==> config.mk <==
export PLATFORM = sky130hd
export DESIGN_NAME = rectangle_clip_subtract_unit_core
export DESIGN_NICKNAME = d
export VERILOG_FILES = /design/src/rtl/rcsu_pkg.sv /design/src/rtl/rcsu_front.sv /design/src/rtl/rcsu_queue.sv /design/src/rtl/rcsu_back.sv /design/src/rtl/rectangle_clip_subtract_unit_core.sv
export SDC_FILE = /design/constraint.sdc
export NUM_CORES = 1
export LEC_CHECK = 0
export BUFFER_PORTS_ARGS = -buffer_cell sky130_fd_sc_hd__buf_2
export CAP_MARGIN = 20
export CORE_UTILIZATION = 45
export CTS_CLUSTER_DIAMETER = 40
export CTS_CLUSTER_SIZE = 16
export DETAILED_ROUTE_END_ITERATION = 6
export HOLD_SLACK_MARGIN = 0.06
export MAX_ROUTING_LAYER = met4
export RECOVER_POWER = 50
export SYNTH_ARGS = -nofsm -noshare
export SYNTH_HDL_FRONTEND = slang
export SYNTH_SLANG_ARGS = --single-unit
export TNS_END_PERCENT = 20
==> constraint.sdc <==
create_clock -name clk_i -period 16.4 [get_ports clk_i]
set_input_delay 1.64 -clock clk_i [delete_from_list [all_inputs] [get_ports clk_i]]
set_output_delay 1.64 -clock clk_i [all_outputs]
set_load 0.01 [all_outputs]
==> src/rtl/rcsu_pkg.sv <==
`default_nettype none
package rcsu_pkg;

  // Width of a coordinate; sizes are one bit narrower and unsigned.
  localparam int unsigned COORD_BITS = 16;
  localparam int unsigned SIZE_BITS  = COORD_BITS - 1;
  // Internal width: holds any edge or difference of edges exactly.
  localparam int unsigned EXT_BITS   = COORD_BITS + 3;

  localparam int unsigned QUEUE_DEPTH = 4;
  localparam int unsigned QPTR_BITS   = $clog2(QUEUE_DEPTH);

  localparam int unsigned NUM_PIECES = 4;

  // Operation codes of the func field.
  localparam logic [1:0] FUNC_INTERSECT = 2'd0;
  localparam logic [1:0] FUNC_UNITE     = 2'd1;
  localparam logic [1:0] FUNC_SUBTRACT  = 2'd2;
  localparam logic [1:0] FUNC_CONSTRAIN = 2'd3;

  typedef logic signed [EXT_BITS-1:0] ext_t;

  // What the back end has to build for a queued item.
  typedef enum logic [2:0] {
    KIND_ZERO,
    KIND_INTER,
    KIND_UNITE,
    KIND_CONSTR,
    KIND_PASS_A,
    KIND_PASS_B,
    KIND_SUB
  } kind_e;

  // Subtract pieces in the order they leave the block; also bit positions in the mask.
  typedef enum logic [1:0] {
    PIECE_TOP,
    PIECE_BOTTOM,
    PIECE_LEFT,
    PIECE_RIGHT
  } piece_e;

  typedef struct packed {
    kind_e                 kind;
    logic [NUM_PIECES-1:0] mask;
    logic                  ax_lt_bx;
    logic                  ay_lt_by;
    logic                  ar_gt_br;
    logic                  ab_gt_bb;
    ext_t                  ax;
    ext_t                  ay;
    ext_t                  aw;
    ext_t                  ah;
    ext_t                  ar;
    ext_t                  ab;
    ext_t                  bx;
    ext_t                  by;
    ext_t                  bw;
    ext_t                  bh;
    ext_t                  br;
    ext_t                  bb;
  } job_t;

endpackage
`default_nettype wire

==> src/rtl/rcsu_front.sv <==
`default_nettype none
module rcsu_front (
  input  wire logic                                 clk_i,
  input  wire logic                                 rst_ni,
  input  wire logic                                 push_i,
  output logic                                      full_o,
  input  wire logic [1:0]                           func_i,
  input  wire logic signed [rcsu_pkg::COORD_BITS-1:0] a_x_i,
  input  wire logic signed [rcsu_pkg::COORD_BITS-1:0] a_y_i,
  input  wire logic [rcsu_pkg::SIZE_BITS-1:0]       a_w_i,
  input  wire logic [rcsu_pkg::SIZE_BITS-1:0]       a_h_i,
  input  wire logic signed [rcsu_pkg::COORD_BITS-1:0] b_x_i,
  input  wire logic signed [rcsu_pkg::COORD_BITS-1:0] b_y_i,
  input  wire logic [rcsu_pkg::SIZE_BITS-1:0]       b_w_i,
  input  wire logic [rcsu_pkg::SIZE_BITS-1:0]       b_h_i,
  output logic                                      q_push_o,
  input  wire logic                                 q_full_i,
  output rcsu_pkg::job_t                            q_job_o
);

  localparam int unsigned CoordExt = rcsu_pkg::EXT_BITS - rcsu_pkg::COORD_BITS;
  localparam int unsigned SizeExt  = rcsu_pkg::EXT_BITS - rcsu_pkg::SIZE_BITS;

  logic                                    valid_q, valid_d;
  logic                                    accept, advance, has_out;
  logic [1:0]                              func_q;
  logic signed [rcsu_pkg::COORD_BITS-1:0]  a_x_q, a_y_q, b_x_q, b_y_q;
  logic [rcsu_pkg::SIZE_BITS-1:0]          a_w_q, a_h_q, b_w_q, b_h_q;
  rcsu_pkg::ext_t                          ax, ay, aw, ah, ar, ab;
  rcsu_pkg::ext_t                          bx, by, bw, bh, br, bb;
  logic                                    a_empty, a_null, b_empty, b_null, overlap;
  logic                                    ax_lt_bx, ay_lt_by, ar_gt_br, ab_gt_bb;
  rcsu_pkg::kind_e                         kind;
  logic [rcsu_pkg::NUM_PIECES-1:0]         mask;

  assign accept  = push_i && !full_o;
  assign full_o  = valid_q && has_out && q_full_i;
  assign advance = valid_q && !full_o;

  always_comb begin
    valid_d = valid_q;
    if (accept) begin
      valid_d = 1'b1;
    end else if (advance) begin
      valid_d = 1'b0;
    end
  end

  always_ff @(posedge clk_i or negedge rst_ni) begin
    if (!rst_ni) begin
      valid_q <= 1'b0;
    end else begin
      valid_q <= valid_d;
    end
  end

  always_ff @(posedge clk_i) begin
    if (accept) begin
      func_q <= func_i;
      a_x_q  <= a_x_i;
      a_y_q  <= a_y_i;
      a_w_q  <= a_w_i;
      a_h_q  <= a_h_i;
      b_x_q  <= b_x_i;
      b_y_q  <= b_y_i;
      b_w_q  <= b_w_i;
      b_h_q  <= b_h_i;
    end
  end

  // Exact edges; right and bottom are held one past the last pixel.
  assign ax = {{CoordExt{a_x_q[rcsu_pkg::COORD_BITS-1]}}, a_x_q};
  assign ay = {{CoordExt{a_y_q[rcsu_pkg::COORD_BITS-1]}}, a_y_q};
  assign bx = {{CoordExt{b_x_q[rcsu_pkg::COORD_BITS-1]}}, b_x_q};
  assign by = {{CoordExt{b_y_q[rcsu_pkg::COORD_BITS-1]}}, b_y_q};
  assign aw = {{SizeExt{1'b0}}, a_w_q};
  assign ah = {{SizeExt{1'b0}}, a_h_q};
  assign bw = {{SizeExt{1'b0}}, b_w_q};
  assign bh = {{SizeExt{1'b0}}, b_h_q};
  assign ar = ax + aw;
  assign ab = ay + ah;
  assign br = bx + bw;
  assign bb = by + bh;

  assign a_empty  = (a_w_q == '0) || (a_h_q == '0);
  assign a_null   = (a_w_q == '0) && (a_h_q == '0);
  assign b_empty  = (b_w_q == '0) || (b_h_q == '0);
  assign b_null   = (b_w_q == '0) && (b_h_q == '0);
  assign ax_lt_bx = ax < bx;
  assign ay_lt_by = ay < by;
  assign ar_gt_br = ar > br;
  assign ab_gt_bb = ab > bb;
  assign overlap  = !a_empty && !b_empty && (ax < br) && (bx < ar) && (ay < bb) && (by < ab);

  always_comb begin
    kind = rcsu_pkg::KIND_PASS_A;
    mask = '0;
    mask[rcsu_pkg::PIECE_TOP] = 1'b1;
    unique case (func_q)
      rcsu_pkg::FUNC_INTERSECT: begin
        kind = overlap ? rcsu_pkg::KIND_INTER : rcsu_pkg::KIND_ZERO;
      end
      rcsu_pkg::FUNC_UNITE: begin
        if (a_null) begin
          kind = rcsu_pkg::KIND_PASS_B;
        end else if (b_null) begin
          kind = rcsu_pkg::KIND_PASS_A;
        end else begin
          kind = rcsu_pkg::KIND_UNITE;
        end
      end
      rcsu_pkg::FUNC_SUBTRACT: begin
        if (a_empty) begin
          mask = '0;
        end else if (overlap) begin
          kind = rcsu_pkg::KIND_SUB;
          mask[rcsu_pkg::PIECE_TOP]    = ay_lt_by;
          mask[rcsu_pkg::PIECE_BOTTOM] = ab_gt_bb;
          mask[rcsu_pkg::PIECE_LEFT]   = ax_lt_bx;
          mask[rcsu_pkg::PIECE_RIGHT]  = ar_gt_br;
        end
      end
      rcsu_pkg::FUNC_CONSTRAIN: begin
        kind = rcsu_pkg::KIND_CONSTR;
      end
      default: begin
        kind = rcsu_pkg::KIND_PASS_A;
      end
    endcase
  end

  assign has_out  = |mask;
  assign q_push_o = valid_q && has_out && !q_full_i;

  always_comb begin
    q_job_o.kind     = kind;
    q_job_o.mask     = mask;
    q_job_o.ax_lt_bx = ax_lt_bx;
    q_job_o.ay_lt_by = ay_lt_by;
    q_job_o.ar_gt_br = ar_gt_br;
    q_job_o.ab_gt_bb = ab_gt_bb;
    q_job_o.ax       = ax;
    q_job_o.ay       = ay;
    q_job_o.aw       = aw;
    q_job_o.ah       = ah;
    q_job_o.ar       = ar;
    q_job_o.ab       = ab;
    q_job_o.bx       = bx;
    q_job_o.by       = by;
    q_job_o.bw       = bw;
    q_job_o.bh       = bh;
    q_job_o.br       = br;
    q_job_o.bb       = bb;
  end

endmodule
`default_nettype wire

==> src/rtl/rcsu_queue.sv <==
`default_nettype none
module rcsu_queue (
  input  wire logic           clk_i,
  input  wire logic           rst_ni,
  input  wire logic           wr_valid_i,
  output logic                full_o,
  input  wire rcsu_pkg::job_t wr_job_i,
  output logic                rd_valid_o,
  input  wire logic           rd_pop_i,
  output rcsu_pkg::job_t      rd_job_o
);

  localparam int unsigned CntBits = rcsu_pkg::QPTR_BITS + 1;

  rcsu_pkg::job_t                   mem_q [rcsu_pkg::QUEUE_DEPTH];
  logic [rcsu_pkg::QPTR_BITS-1:0]   wr_ptr_q, rd_ptr_q;
  logic [CntBits-1:0]               count_q, count_d;
  logic                             do_wr, do_rd;

  assign full_o     = count_q == CntBits'(rcsu_pkg::QUEUE_DEPTH);
  assign rd_valid_o = count_q != '0;
  assign do_wr      = wr_valid_i && !full_o;
  assign do_rd      = rd_pop_i && rd_valid_o;
  assign rd_job_o   = mem_q[rd_ptr_q];

  always_comb begin
    count_d = count_q;
    if (do_wr && !do_rd) begin
      count_d = count_q + CntBits'(1);
    end else if (do_rd && !do_wr) begin
      count_d = count_q - CntBits'(1);
    end
  end

  always_ff @(posedge clk_i or negedge rst_ni) begin
    if (!rst_ni) begin
      wr_ptr_q <= '0;
      rd_ptr_q <= '0;
      count_q  <= '0;
    end else begin
      count_q <= count_d;
      if (do_wr) begin
        wr_ptr_q <= wr_ptr_q + rcsu_pkg::QPTR_BITS'(1);
      end
      if (do_rd) begin
        rd_ptr_q <= rd_ptr_q + rcsu_pkg::QPTR_BITS'(1);
      end
    end
  end

  always_ff @(posedge clk_i) begin
    if (do_wr) begin
      mem_q[wr_ptr_q] <= wr_job_i;
    end
  end

endmodule
`default_nettype wire

==> src/rtl/rcsu_back.sv <==
`default_nettype none
module rcsu_back (
  input  wire logic                                 clk_i,
  input  wire logic                                 rst_ni,
  input  wire logic                                 head_valid_i,
  input  wire rcsu_pkg::job_t                       head_job_i,
  output logic                                      head_pop_o,
  output logic                                      empty_o,
  input  wire logic                                 pop_i,
  output logic signed [rcsu_pkg::COORD_BITS-1:0]    r_x_o,
  output logic signed [rcsu_pkg::COORD_BITS-1:0]    r_y_o,
  output logic [rcsu_pkg::COORD_BITS-1:0]           r_w_o,
  output logic [rcsu_pkg::COORD_BITS-1:0]           r_h_o,
  output logic                                      last_o
);

  logic                              out_valid_q;
  logic [rcsu_pkg::NUM_PIECES-1:0]   done_q, rem, sel_bit;
  logic                              step, is_last;
  rcsu_pkg::piece_e                  piece;
  rcsu_pkg::ext_t                    x, y, wp, wq, hp, hq, w, h;
  rcsu_pkg::ext_t                    band_top, band_bot, cx, cy;

  assign empty_o = !out_valid_q;
  assign step    = head_valid_i && (!out_valid_q || pop_i);
  assign rem     = head_job_i.mask & ~done_q;

  // Lowest outstanding piece goes first.
  always_comb begin
    if (rem[rcsu_pkg::PIECE_TOP]) begin
      piece = rcsu_pkg::PIECE_TOP;
    end else if (rem[rcsu_pkg::PIECE_BOTTOM]) begin
      piece = rcsu_pkg::PIECE_BOTTOM;
    end else if (rem[rcsu_pkg::PIECE_LEFT]) begin
      piece = rcsu_pkg::PIECE_LEFT;
    end else begin
      piece = rcsu_pkg::PIECE_RIGHT;
    end
  end

  always_comb begin
    sel_bit        = '0;
    sel_bit[piece] = 1'b1;
  end

  assign is_last    = (rem & ~sel_bit) == '0;
  assign head_pop_o = step && is_last;

  assign band_top = head_job_i.ay_lt_by ? head_job_i.by : head_job_i.ay;
  assign band_bot = head_job_i.ab_gt_bb ? head_job_i.bb : head_job_i.ab;

  // Constrain: a move to the right wins over a move to the left.
  assign cx = head_job_i.ax_lt_bx ? head_job_i.bx :
              head_job_i.ar_gt_br ? (head_job_i.br - head_job_i.aw) : head_job_i.ax;
  assign cy = head_job_i.ay_lt_by ? head_job_i.by :
              head_job_i.ab_gt_bb ? (head_job_i.bb - head_job_i.ah) : head_job_i.ay;

  always_comb begin
    x  = head_job_i.ax;
    y  = head_job_i.ay;
    wp = head_job_i.aw;
    wq = '0;
    hp = head_job_i.ah;
    hq = '0;
    unique case (head_job_i.kind)
      rcsu_pkg::KIND_ZERO: begin
        x  = '0;
        y  = '0;
        wp = '0;
        hp = '0;
      end
      rcsu_pkg::KIND_INTER: begin
        x  = head_job_i.ax_lt_bx ? head_job_i.bx : head_job_i.ax;
        y  = head_job_i.ay_lt_by ? head_job_i.by : head_job_i.ay;
        wp = head_job_i.ar_gt_br ? head_job_i.br : head_job_i.ar;
        hp = head_job_i.ab_gt_bb ? head_job_i.bb : head_job_i.ab;
        wq = x;
        hq = y;
      end
      rcsu_pkg::KIND_UNITE: begin
        x  = head_job_i.ax_lt_bx ? head_job_i.ax : head_job_i.bx;
        y  = head_job_i.ay_lt_by ? head_job_i.ay : head_job_i.by;
        wp = head_job_i.ar_gt_br ? head_job_i.ar : head_job_i.br;
        hp = head_job_i.ab_gt_bb ? head_job_i.ab : head_job_i.bb;
        wq = x;
        hq = y;
      end
      rcsu_pkg::KIND_CONSTR: begin
        x = cx;
        y = cy;
      end
      rcsu_pkg::KIND_PASS_A: begin
        x = head_job_i.ax;
      end
      rcsu_pkg::KIND_PASS_B: begin
        x  = head_job_i.bx;
        y  = head_job_i.by;
        wp = head_job_i.bw;
        hp = head_job_i.bh;
      end
      rcsu_pkg::KIND_SUB: begin
        unique case (piece)
          rcsu_pkg::PIECE_TOP: begin
            hp = head_job_i.by;
            hq = head_job_i.ay;
          end
          rcsu_pkg::PIECE_BOTTOM: begin
            y  = head_job_i.bb;
            hp = head_job_i.ab;
            hq = head_job_i.bb;
          end
          rcsu_pkg::PIECE_LEFT: begin
            y  = band_top;
            wp = head_job_i.bx;
            wq = head_job_i.ax;
            hp = band_bot;
            hq = band_top;
          end
          rcsu_pkg::PIECE_RIGHT: begin
            x  = head_job_i.br;
            y  = band_top;
            wp = head_job_i.ar;
            wq = head_job_i.br;
            hp = band_bot;
            hq = band_top;
          end
          default: begin
            hq = '0;
          end
        endcase
      end
      default: begin
        x = head_job_i.ax;
      end
    endcase
  end

  assign w = wp - wq;
  assign h = hp - hq;

  always_ff @(posedge clk_i or negedge rst_ni) begin
    if (!rst_ni) begin
      out_valid_q <= 1'b0;
      done_q      <= '0;
    end else begin
      if (step) begin
        out_valid_q <= 1'b1;
        done_q      <= is_last ? '0 : (done_q | sel_bit);
      end else if (pop_i) begin
        out_valid_q <= 1'b0;
      end
    end
  end

  always_ff @(posedge clk_i) begin
    if (step) begin
      r_x_o  <= x[rcsu_pkg::COORD_BITS-1:0];
      r_y_o  <= y[rcsu_pkg::COORD_BITS-1:0];
      r_w_o  <= w[rcsu_pkg::COORD_BITS-1:0];
      r_h_o  <= h[rcsu_pkg::COORD_BITS-1:0];
      last_o <= is_last;
    end
  end

endmodule
`default_nettype wire

==> src/rtl/rectangle_clip_subtract_unit_core.sv <==
// Channel   Handshake                Payload
// input     push in, full out        func_i, a_x_i, a_y_i, a_w_i, a_h_i, b_x_i, b_y_i,
//                                    b_w_i, b_h_i
// result    empty out, pop in        r_x_o, r_y_o, r_w_o, r_h_o, last_o
//
// An item passes from the front register through the queue to the result register.
// Intersect, unite and constrain sustain one item per cycle while results are popped;
// a subtract item holds the result register for each piece it produces, from none to four.
// Reset clears only control state; nothing else needs clearing.
// Either side may stall on its own: the four-entry queue between front and back absorbs it.
`default_nettype none
module rectangle_clip_subtract_unit_core (
  input  wire logic                                 clk_i,
  input  wire logic                                 rst_ni,
  input  wire logic                                 push,
  output logic                                      full,
  input  wire logic [1:0]                           func_i,
  input  wire logic signed [rcsu_pkg::COORD_BITS-1:0] a_x_i,
  input  wire logic signed [rcsu_pkg::COORD_BITS-1:0] a_y_i,
  input  wire logic [rcsu_pkg::SIZE_BITS-1:0]       a_w_i,
  input  wire logic [rcsu_pkg::SIZE_BITS-1:0]       a_h_i,
  input  wire logic signed [rcsu_pkg::COORD_BITS-1:0] b_x_i,
  input  wire logic signed [rcsu_pkg::COORD_BITS-1:0] b_y_i,
  input  wire logic [rcsu_pkg::SIZE_BITS-1:0]       b_w_i,
  input  wire logic [rcsu_pkg::SIZE_BITS-1:0]       b_h_i,
  output logic                                      empty,
  input  wire logic                                 pop,
  output logic signed [rcsu_pkg::COORD_BITS-1:0]    r_x_o,
  output logic signed [rcsu_pkg::COORD_BITS-1:0]    r_y_o,
  output logic [rcsu_pkg::COORD_BITS-1:0]           r_w_o,
  output logic [rcsu_pkg::COORD_BITS-1:0]           r_h_o,
  output logic                                      last_o
);

  // Front to queue: the classified item with its exact edges and compare results.
  logic           q_push, q_full;
  rcsu_pkg::job_t q_wr_job;

  // Queue to back: the oldest classified item, retired once its final result is built.
  logic           head_valid, head_pop;
  rcsu_pkg::job_t head_job;

  // The front registers each item, works out the edges and decides which results it
  // yields. A subtract item that leaves nothing (A empty or wholly covered by B) is
  // dropped here and never enters the queue.
  rcsu_front u_front (
    .clk_i     (clk_i),
    .rst_ni    (rst_ni),
    .push_i    (push),
    .full_o    (full),
    .func_i    (func_i),
    .a_x_i     (a_x_i),
    .a_y_i     (a_y_i),
    .a_w_i     (a_w_i),
    .a_h_i     (a_h_i),
    .b_x_i     (b_x_i),
    .b_y_i     (b_y_i),
    .b_w_i     (b_w_i),
    .b_h_i     (b_h_i),
    .q_push_o  (q_push),
    .q_full_i  (q_full),
    .q_job_o   (q_wr_job)
  );

  // The queue lets the front keep taking items while the back emits subtract pieces.
  rcsu_queue u_queue (
    .clk_i      (clk_i),
    .rst_ni     (rst_ni),
    .wr_valid_i (q_push),
    .full_o     (q_full),
    .wr_job_i   (q_wr_job),
    .rd_valid_o (head_valid),
    .rd_pop_i   (head_pop),
    .rd_job_o   (head_job)
  );

  // The back builds one result rectangle per cycle from the head item and holds it in
  // the result register until it is taken; the last flag marks the item's final result.
  rcsu_back u_back (
    .clk_i        (clk_i),
    .rst_ni       (rst_ni),
    .head_valid_i (head_valid),
    .head_job_i   (head_job),
    .head_pop_o   (head_pop),
    .empty_o      (empty),
    .pop_i        (pop),
    .r_x_o        (r_x_o),
    .r_y_o        (r_y_o),
    .r_w_o        (r_w_o),
    .r_h_o        (r_h_o),
    .last_o       (last_o)
  );

endmodule
`default_nettype wire

## Yosys cells after proc, flatten, opt, wreduce, memory -nomap -nowiden

Memories as Yosys holds them, arrays and structs flattened.
Cells that the tools add are included.

| cells by class | value |
|---|---|
| div/mod/pow operators | 0 |
| reductions and logical operators | 43 |
| add/subtract/negate cells | 12 |
| muxes and demuxes | 47 |
| bitwise operators | 5 |
| magnitude comparators | 10 |
| equality and inequality tests | 12 |
| shifts and indexed selects | 0 |
| $mul | 0 |

Operator list:

| kind | number |
|---|---|
| $mux 16 | 13 |
| $pmux 16 s3 | 4 |
| $pmux 16 s6 | 2 |
| $pmux 16 s5 | 2 |
| $pmux 16 s2 | 3 |
| $add 16x16->17 | 4 |
| $lt 16x17->1 | 4 |
| $sub 16x16->16 | 4 |
| $logic_not 15->1 | 4 |
| $gt 17x17->1 | 2 |
| $lt 16x16->1 | 2 |
| $logic_and 1x1->1 | 19 |
| $mux 4 | 4 |
| $mux 3 | 5 |
| $pmux 3 s4 | 1 |
| $eq 3x3->1 const B | 3 |
| $mux 1 | 9 |
| $and 4x4->4 | 2 |
| $eq 2x2->1 const B | 4 |
| $not 4->4 | 2 |
| $logic_not 1->1 | 7 |
| $eq 3x2->1 const B | 2 |
| $mux 2 | 3 |
| $reduce_bool 2->1 | 3 |
| other kinds (16) | 21 |

| storage, ports and cells | value |
|---|---|
| logic and storage cells | 150 |
| RAM bits | 892 |
| bits in latches | 0 |
| bits in read-only memories | 0 |
| input bits | 130 |
| memories kept | 1 |
| flip-flop bits (word level) | 204 |
| output and inout port bits | 67 |

Memory list:

| memory | depth | width | rd ports | clocked after memory_dff | write ports | RTL line | text |
|---|---|---|---|---|---|---|---|
| u_queue.mem_q | 4 | 223 | 1 | 0 | 1 | rcsu_queue.sv:15 | `rcsu_pkg::job_t mem_q [rcsu_pkg::QUEUE_DEPTH];` |

## Longest topological paths before layout

| depth | value |
|---|---|
| depth after elaboration | 19 |
| mapped depth | 31 |
| mapped depth without buffers | 31 |

## By module

From an unflattened synthesis, not the netlist that was laid out.

| unflattened totals | value |
|---|---|
| cells, all modules | 3681 |
| area total of the unflattened synthesis | 55736.0 um2 |

Modules (own cells, without submodules):

| module | area each (um2) | times used | cells each |
|---|---|---|---|
| rcsu_queue | 34897.2 | 1 | 1284 |
| rcsu_back | 10493.8 | 1 | 1383 |
| rcsu_front | 10344.9 | 1 | 1014 |

## Worst setup path before layout

No wires, ideal clock.

| timing path | value |
|---|---|
| kind | register to register |
| start | register u_front.a_w_q[0] (netlist name) |
| end | memory u_queue.mem_q[0][0] (netlist name), enable pin |
| data required time | 15638 ps |
| buffers on the path | 0 |
| cell stages (with the launch flop) | 22 |
| setup time | 762 ps |
| slack | 2764 ps |
| arrival | 12874 ps |
| clock period less this slack | 13636 ps |
| path through | edfxtp_1 -> ha_1 -> fa_1 -> a21o_1 -> a221oi_2 -> a21oi_1 -> a21o_1 -> a21oi_1 -> nor2_1 -> o21ai_0 -> a21boi_0 -> o21ai_0 -> a21boi_1 -> or3b_2 -> ha_1 -> nand4b_1 -> o41ai_1 -> and4b_2 -> o211ai_2 -> o221ai_2 -> nand3_4 -> nor2_1 |

| between the ends | value |
|---|---|
| cells in the longest elaborated chain, start to end | 17 |
| elaborated cells between the ends (all ways) | 20 |

Ends and longest elaborated chain:

| item | RTL line | text |
|---|---|---|
| from (decl) | rcsu_front.sv:28 | `logic [rcsu_pkg::SIZE_BITS-1:0] a_w_q, a_h_q, b_w_q, b_h_q;` |
| from (signal assigned) | rcsu_front.sv:62 | `a_w_q <= a_w_i;` |
| branches (longest 9 deep; another with $add 16x16->17) | -- |  |
| $mux 4 * | rcsu_front.sv:113 | `if (a_empty) begin` |
| $mux 4 * | rcsu_front.sv:99 | `unique case (func_q)` |
| $reduce_or 4->1 * | rcsu_front.sv:132 | `assign has_out = \|mask;` |
| $logic_and 1x1->1 * (2 in a row) | rcsu_front.sv:133 | `assign q_push_o = valid_q && has_out && !q_full_i;` |
| $logic_and 1x1->1 * | rcsu_queue.sv:22 | `assign do_wr = wr_valid_i && !full_o;` |
| $mux 1 * | rcsu_queue.sv:52 | `if (do_wr) begin` |
| $mux 1 (not written as such) * | rcsu_queue.sv:53 | `mem_q[wr_ptr_q] <= wr_job_i;` |
| to (decl) | rcsu_queue.sv:15 |  |

Every way passes the cells marked *.

## Final worst setup path

| timing path | value |
|---|---|
| start | register u_front.a_x_q[0] (netlist name) |
| end | memory u_queue.mem_q[0][213] (netlist name), enable pin |

| between the ends | value |
|---|---|
| cells in the longest elaborated chain, start to end | 14 |
| elaborated cells between the ends (all ways) | 18 |

Ends and longest elaborated chain:

| item | RTL line | text |
|---|---|---|
| from (decl) | rcsu_front.sv:27 | `logic signed [rcsu_pkg::COORD_BITS-1:0] a_x_q, a_y_q, b_x_q, b_y_q;` |
| from (signal assigned) | rcsu_front.sv:60 | `a_x_q <= a_x_i;` |
| $add 16x16->17 / $lt 16x17->1 (equally long branches) | rcsu_front.sv:80, rcsu_front.sv:93 |  |
| $lt 16x17->1 / $logic_and 1x1->1 (equally long branches) | rcsu_front.sv:93 | `assign overlap = !a_empty && !b_empty && (ax < br) && (bx < ar) && (ay < bb) && (by < ab);` |
| $logic_and 1x1->1 (3 in a row) | rcsu_front.sv:93 |  |
| $mux 4 * | rcsu_front.sv:115 | `end else if (overlap) begin` |
| $mux 4 * | rcsu_front.sv:113 |  |
| $mux 4 * | rcsu_front.sv:99 |  |
| $reduce_or 4->1 * | rcsu_front.sv:132 |  |
| $logic_and 1x1->1 * (2 in a row) | rcsu_front.sv:133 |  |
| $logic_and 1x1->1 * | rcsu_queue.sv:22 |  |
| $mux 1 * | rcsu_queue.sv:52 |  |
| $mux 1 (not written as such) * | rcsu_queue.sv:53 |  |

Every way passes the cells marked *; elsewhere a longest branch is shown, timed or not.

==> results.sh <==
export IMPL_outcome="finished with violations"
export IMPL_violations="max-capacitance violations, max-slew violations"
export IMPL_fin_skew_ns=0.0344
export IMPL_grt_first_pass_wirelength_um=199000
export IMPL_synth_area_per_cell_um2=14.4
export IMPL_cts_buffers=138
export IMPL_critPathLaunchType="register"
export IMPL_grt_max_degree=143
export IMPL_antenna_found_initial=8
export IMPL_grt_pass1_vias=29300
export IMPL_ant_nets=0
export IMPL_max_cap_violations=2
export IMPL_multi_input_area_um2=17800
export IMPL_wire_per_inst_um=26.7
export IMPL_post_cts_setup_buffers=0
export IMPL_initial_core_util=0.456
export IMPL_die_area_um2=110000
export IMPL_rows=120
export IMPL_dieWidth_um=332
export IMPL_setup_tns_ns=0
export IMPL_die_height_um=332
export IMPL_cts_sinks=1000
export IMPL_cts_resized=0
export IMPL_worstSetupPathType="reg2reg"
export IMPL_synth_distinct_cells=87
export IMPL_fillCellCount=9030
export IMPL_setup_viol=0
export IMPL_synth_main_ff_cell="edfxtp_1"
export IMPL_synth_edf_count=987
export IMPL_yosysSeqAreaShare=0.612
export IMPL_regArea_um2=30000
export IMPL_overflow=0
export IMPL_io_pins=197
export IMPL_path_clk_slew_ns=0.06
export IMPL_grt_usage=0.256
export IMPL_portBuffers=196
export IMPL_drtIter0Drc=3624
export IMPL_synth_area_um2=49000
export IMPL_crit_path_end_kind="register"
export IMPL_hold_viol=0
export IMPL_final_common_cell="edfxtp_1"
export IMPL_crit_fanout=122
export IMPL_hold_class="reg2reg"
export IMPL_ys_ff_latch=1000
export IMPL_clk_latency_ns=0.74
export IMPL_synth_warnings=0
export IMPL_syn_inst=3395
export IMPL_clk_path_buf_depth=3
export IMPL_crit_chain="ha_1 -> fa_1 -> a21o_1 -> a221oi_1 -> a21oi_1 -> a21o_1 -> a21oi_1 -> nor2_1 -> o21ai_0 -> a21boi_0 -> o21ai_0 -> a21boi_0 -> or3b_2 -> ha_1 -> nand4b_1 -> o41ai_1 -> and4b_2 -> o211ai_2 -> o221ai_2 -> nand3_4 -> nor2_4 -> buf_12 -> buf_4"
export IMPL_cpMaxStageDelayCell="buf_4"
export IMPL_tritoncts="yes"
export IMPL_hold_buffers=0
export IMPL_nNetsFinal=4035
export IMPL_drcViolationCount=0
export IMPL_fin_cells=5164
export IMPL_arrival_ns=9.01
export IMPL_fmax_mhz=115
export IMPL_cts_root_buffer="clkbuf_16"
export IMPL_drv_slew=82
export IMPL_period_needed_ns=8.66
export IMPL_period_share=0.528
export IMPL_tightest_slew_ns=4.01
export IMPL_relSlewSlack=-1.67
export IMPL_synthToLayoutAreaGrowth_pct=14.8
export IMPL_required_ns=16.76
export IMPL_finalWeightedCongestion=0.967
export IMPL_layout_drive_gt1_share=0.169
export IMPL_dr_pass1_iters=5
export IMPL_synth_fp_nets=3787
export IMPL_totalWireLength_um=138000
export IMPL_rsz0062_at_grt="false"
export IMPL_final_cell_mix="edfxtp_1 (987), ha_1 (253), nand2_1 (243), a21oi_1 (201), mux4_2 (194)"
export IMPL_cts_htree_levels=4
export IMPL_async_flop_share=0.0130
export IMPL_placed_cells=4906
export IMPL_viasPerCell=6.02
export IMPL_route_vias_total=31100
export IMPL_hpwl_um=95500
export IMPL_core_um2=108000
export IMPL_slowest_delay_ns=0.78
## metal layers
| layer | track usage | vias to the layer above | share of wire | routed length (um) |
|---|---|---|---|---|
| met4 | 0.0690 | 0 | 0.022 | 3100 |
| met3 | 0.0495 | 215 | 0.086 | 11900 |
| met1 | 0.387 | 15700 | 0.47 | 64900 |
| li1 | - | 13900 | - | - |
| met5 | - | - | 0 | 0 |
| met2 | 0.350 | 1309 | 0.42 | 58100 |
## path summary, 6_finish.rpt
check | end | startpoint | slack, ns | depth (start not counted)
hold / removal | u_back.done_q[1] | u_back.done_q[1] | 0.50 | 2
setup / recovery | u_queue.mem_q[0][213] | u_front.a_x_q[0] | 7.74 | 23
hold reg to reg | u_back.done_q[1] | u_back.done_q[1] | 0.50 | 2
min in group asynchronous | u_back.out_valid_q | rst_ni | 0.97 | 1
max in group asynchronous | u_queue.rd_ptr_q[0] | rst_ni | 14.82 | 1
setup reg to reg | u_queue.mem_q[0][213] | u_front.a_x_q[0] | 7.74 | 23
## area by class of cell
cell class | count | area share
Inverter | 193 | 0.0129
Clock inverter | 98 | 0.0206
Timing Repair Buffer | 241 | 0.0224
Sequential cell | 1000 | 0.533
Tap cell | 1403 | 0.0312
Clock buffer | 155 | 0.0640
Antenna cell | 5 | 0.000222
Multi-Input combinational cell | 2069 | 0.316
## synth_stat cells (11+ instances only)
cell      number  area (um2)
ha_1         253        3170
o21a_1        15         113
and2_1        19         119
a21boi_0      28         210
or2_2         12        75.1
a211oi_1      20         150
buf_4         11        82.6
xnor2_1       66         578
dfrtp_1       13         325
buf_1         11        41.3
inv_1        193         724
xor2_1        33         289
o211ai_1      31         233
clkbuf_1      74         278
a21o_1        44         330
o21ai_0      170         851
or3_1         14        87.6
nand2_1      245         920
buf_2         37         185
a211o_1       12         105
mux4_2       194        4370
nand4_1       15        93.8
and3_1        12        75.1
nand3_1       30         150
nor2b_1       26         163
o22ai_1       47         294
mux2i_1      120        1200
a31oi_1       30         188
edfxtp_1     987       29600
a22oi_1       12        90.1
mux2_2        15         169
nand2b_1      23         144
nor2_1       148         556
a21oi_1      202        1010
nor4_1        17         106
a221oi_1      21         184
nor3_1        43         215
o31ai_1       17         128
## per-stage QoR
step / instance area [um2] / util / setup slack (ns) / hold WS [ns]
after global placement: 51700 / 0.481 / 7.98 / 0.472
after CTS: 56400 / 0.525 / 7.91 / 0.497
after global routing: 56200 / 0.523 / 7.12 / 0.517
final: 56300 / 0.523 / 7.74 / 0.497
after floorplan: 49000 / - / 2.76 / 0.454
after detailed placement: 51700 / 0.481 / 7.90 / 0.482
## state kept, by name, indices dropped and copies added (netlist names), 16 cells and up
register       flops
u_queue.mem_q    796
u_back.r_h_o      16
u_back.r_w_o      16
u_back.r_x_o      16
u_back.r_y_o      16
u_front.a_x_q     16
u_front.a_y_q     16
u_front.b_x_q     16
u_front.b_y_q     16
## logic make-up after synthesis
logic type,Yosys count,share of synthesized area
AO/OA/AOI/OAI,747,0.0977
XOR/XNOR,99,0.0177
adder cells (fa/ha/maj),262,0.0683
buffers and inverters,326,0.0268
flip-flops,1000,0.612
multiplexers,330,0.117
AND/OR/NAND/NOR,631,0.0604
## critical path: cells and delay by family (launching register included)
kind	cells	cell delay (ns)
buffers and inverters	2	1.38
flip-flops	1	0.47
AO/OA/AOI/OAI	12	3.15
adder cells (fa/ha/maj)	3	0.99
AND/OR/NAND/NOR	6	1.97
Power is left out: the tool's default activity adds up to more than one toggle a clock period on the data nets, which glitch-free logic cannot reach.
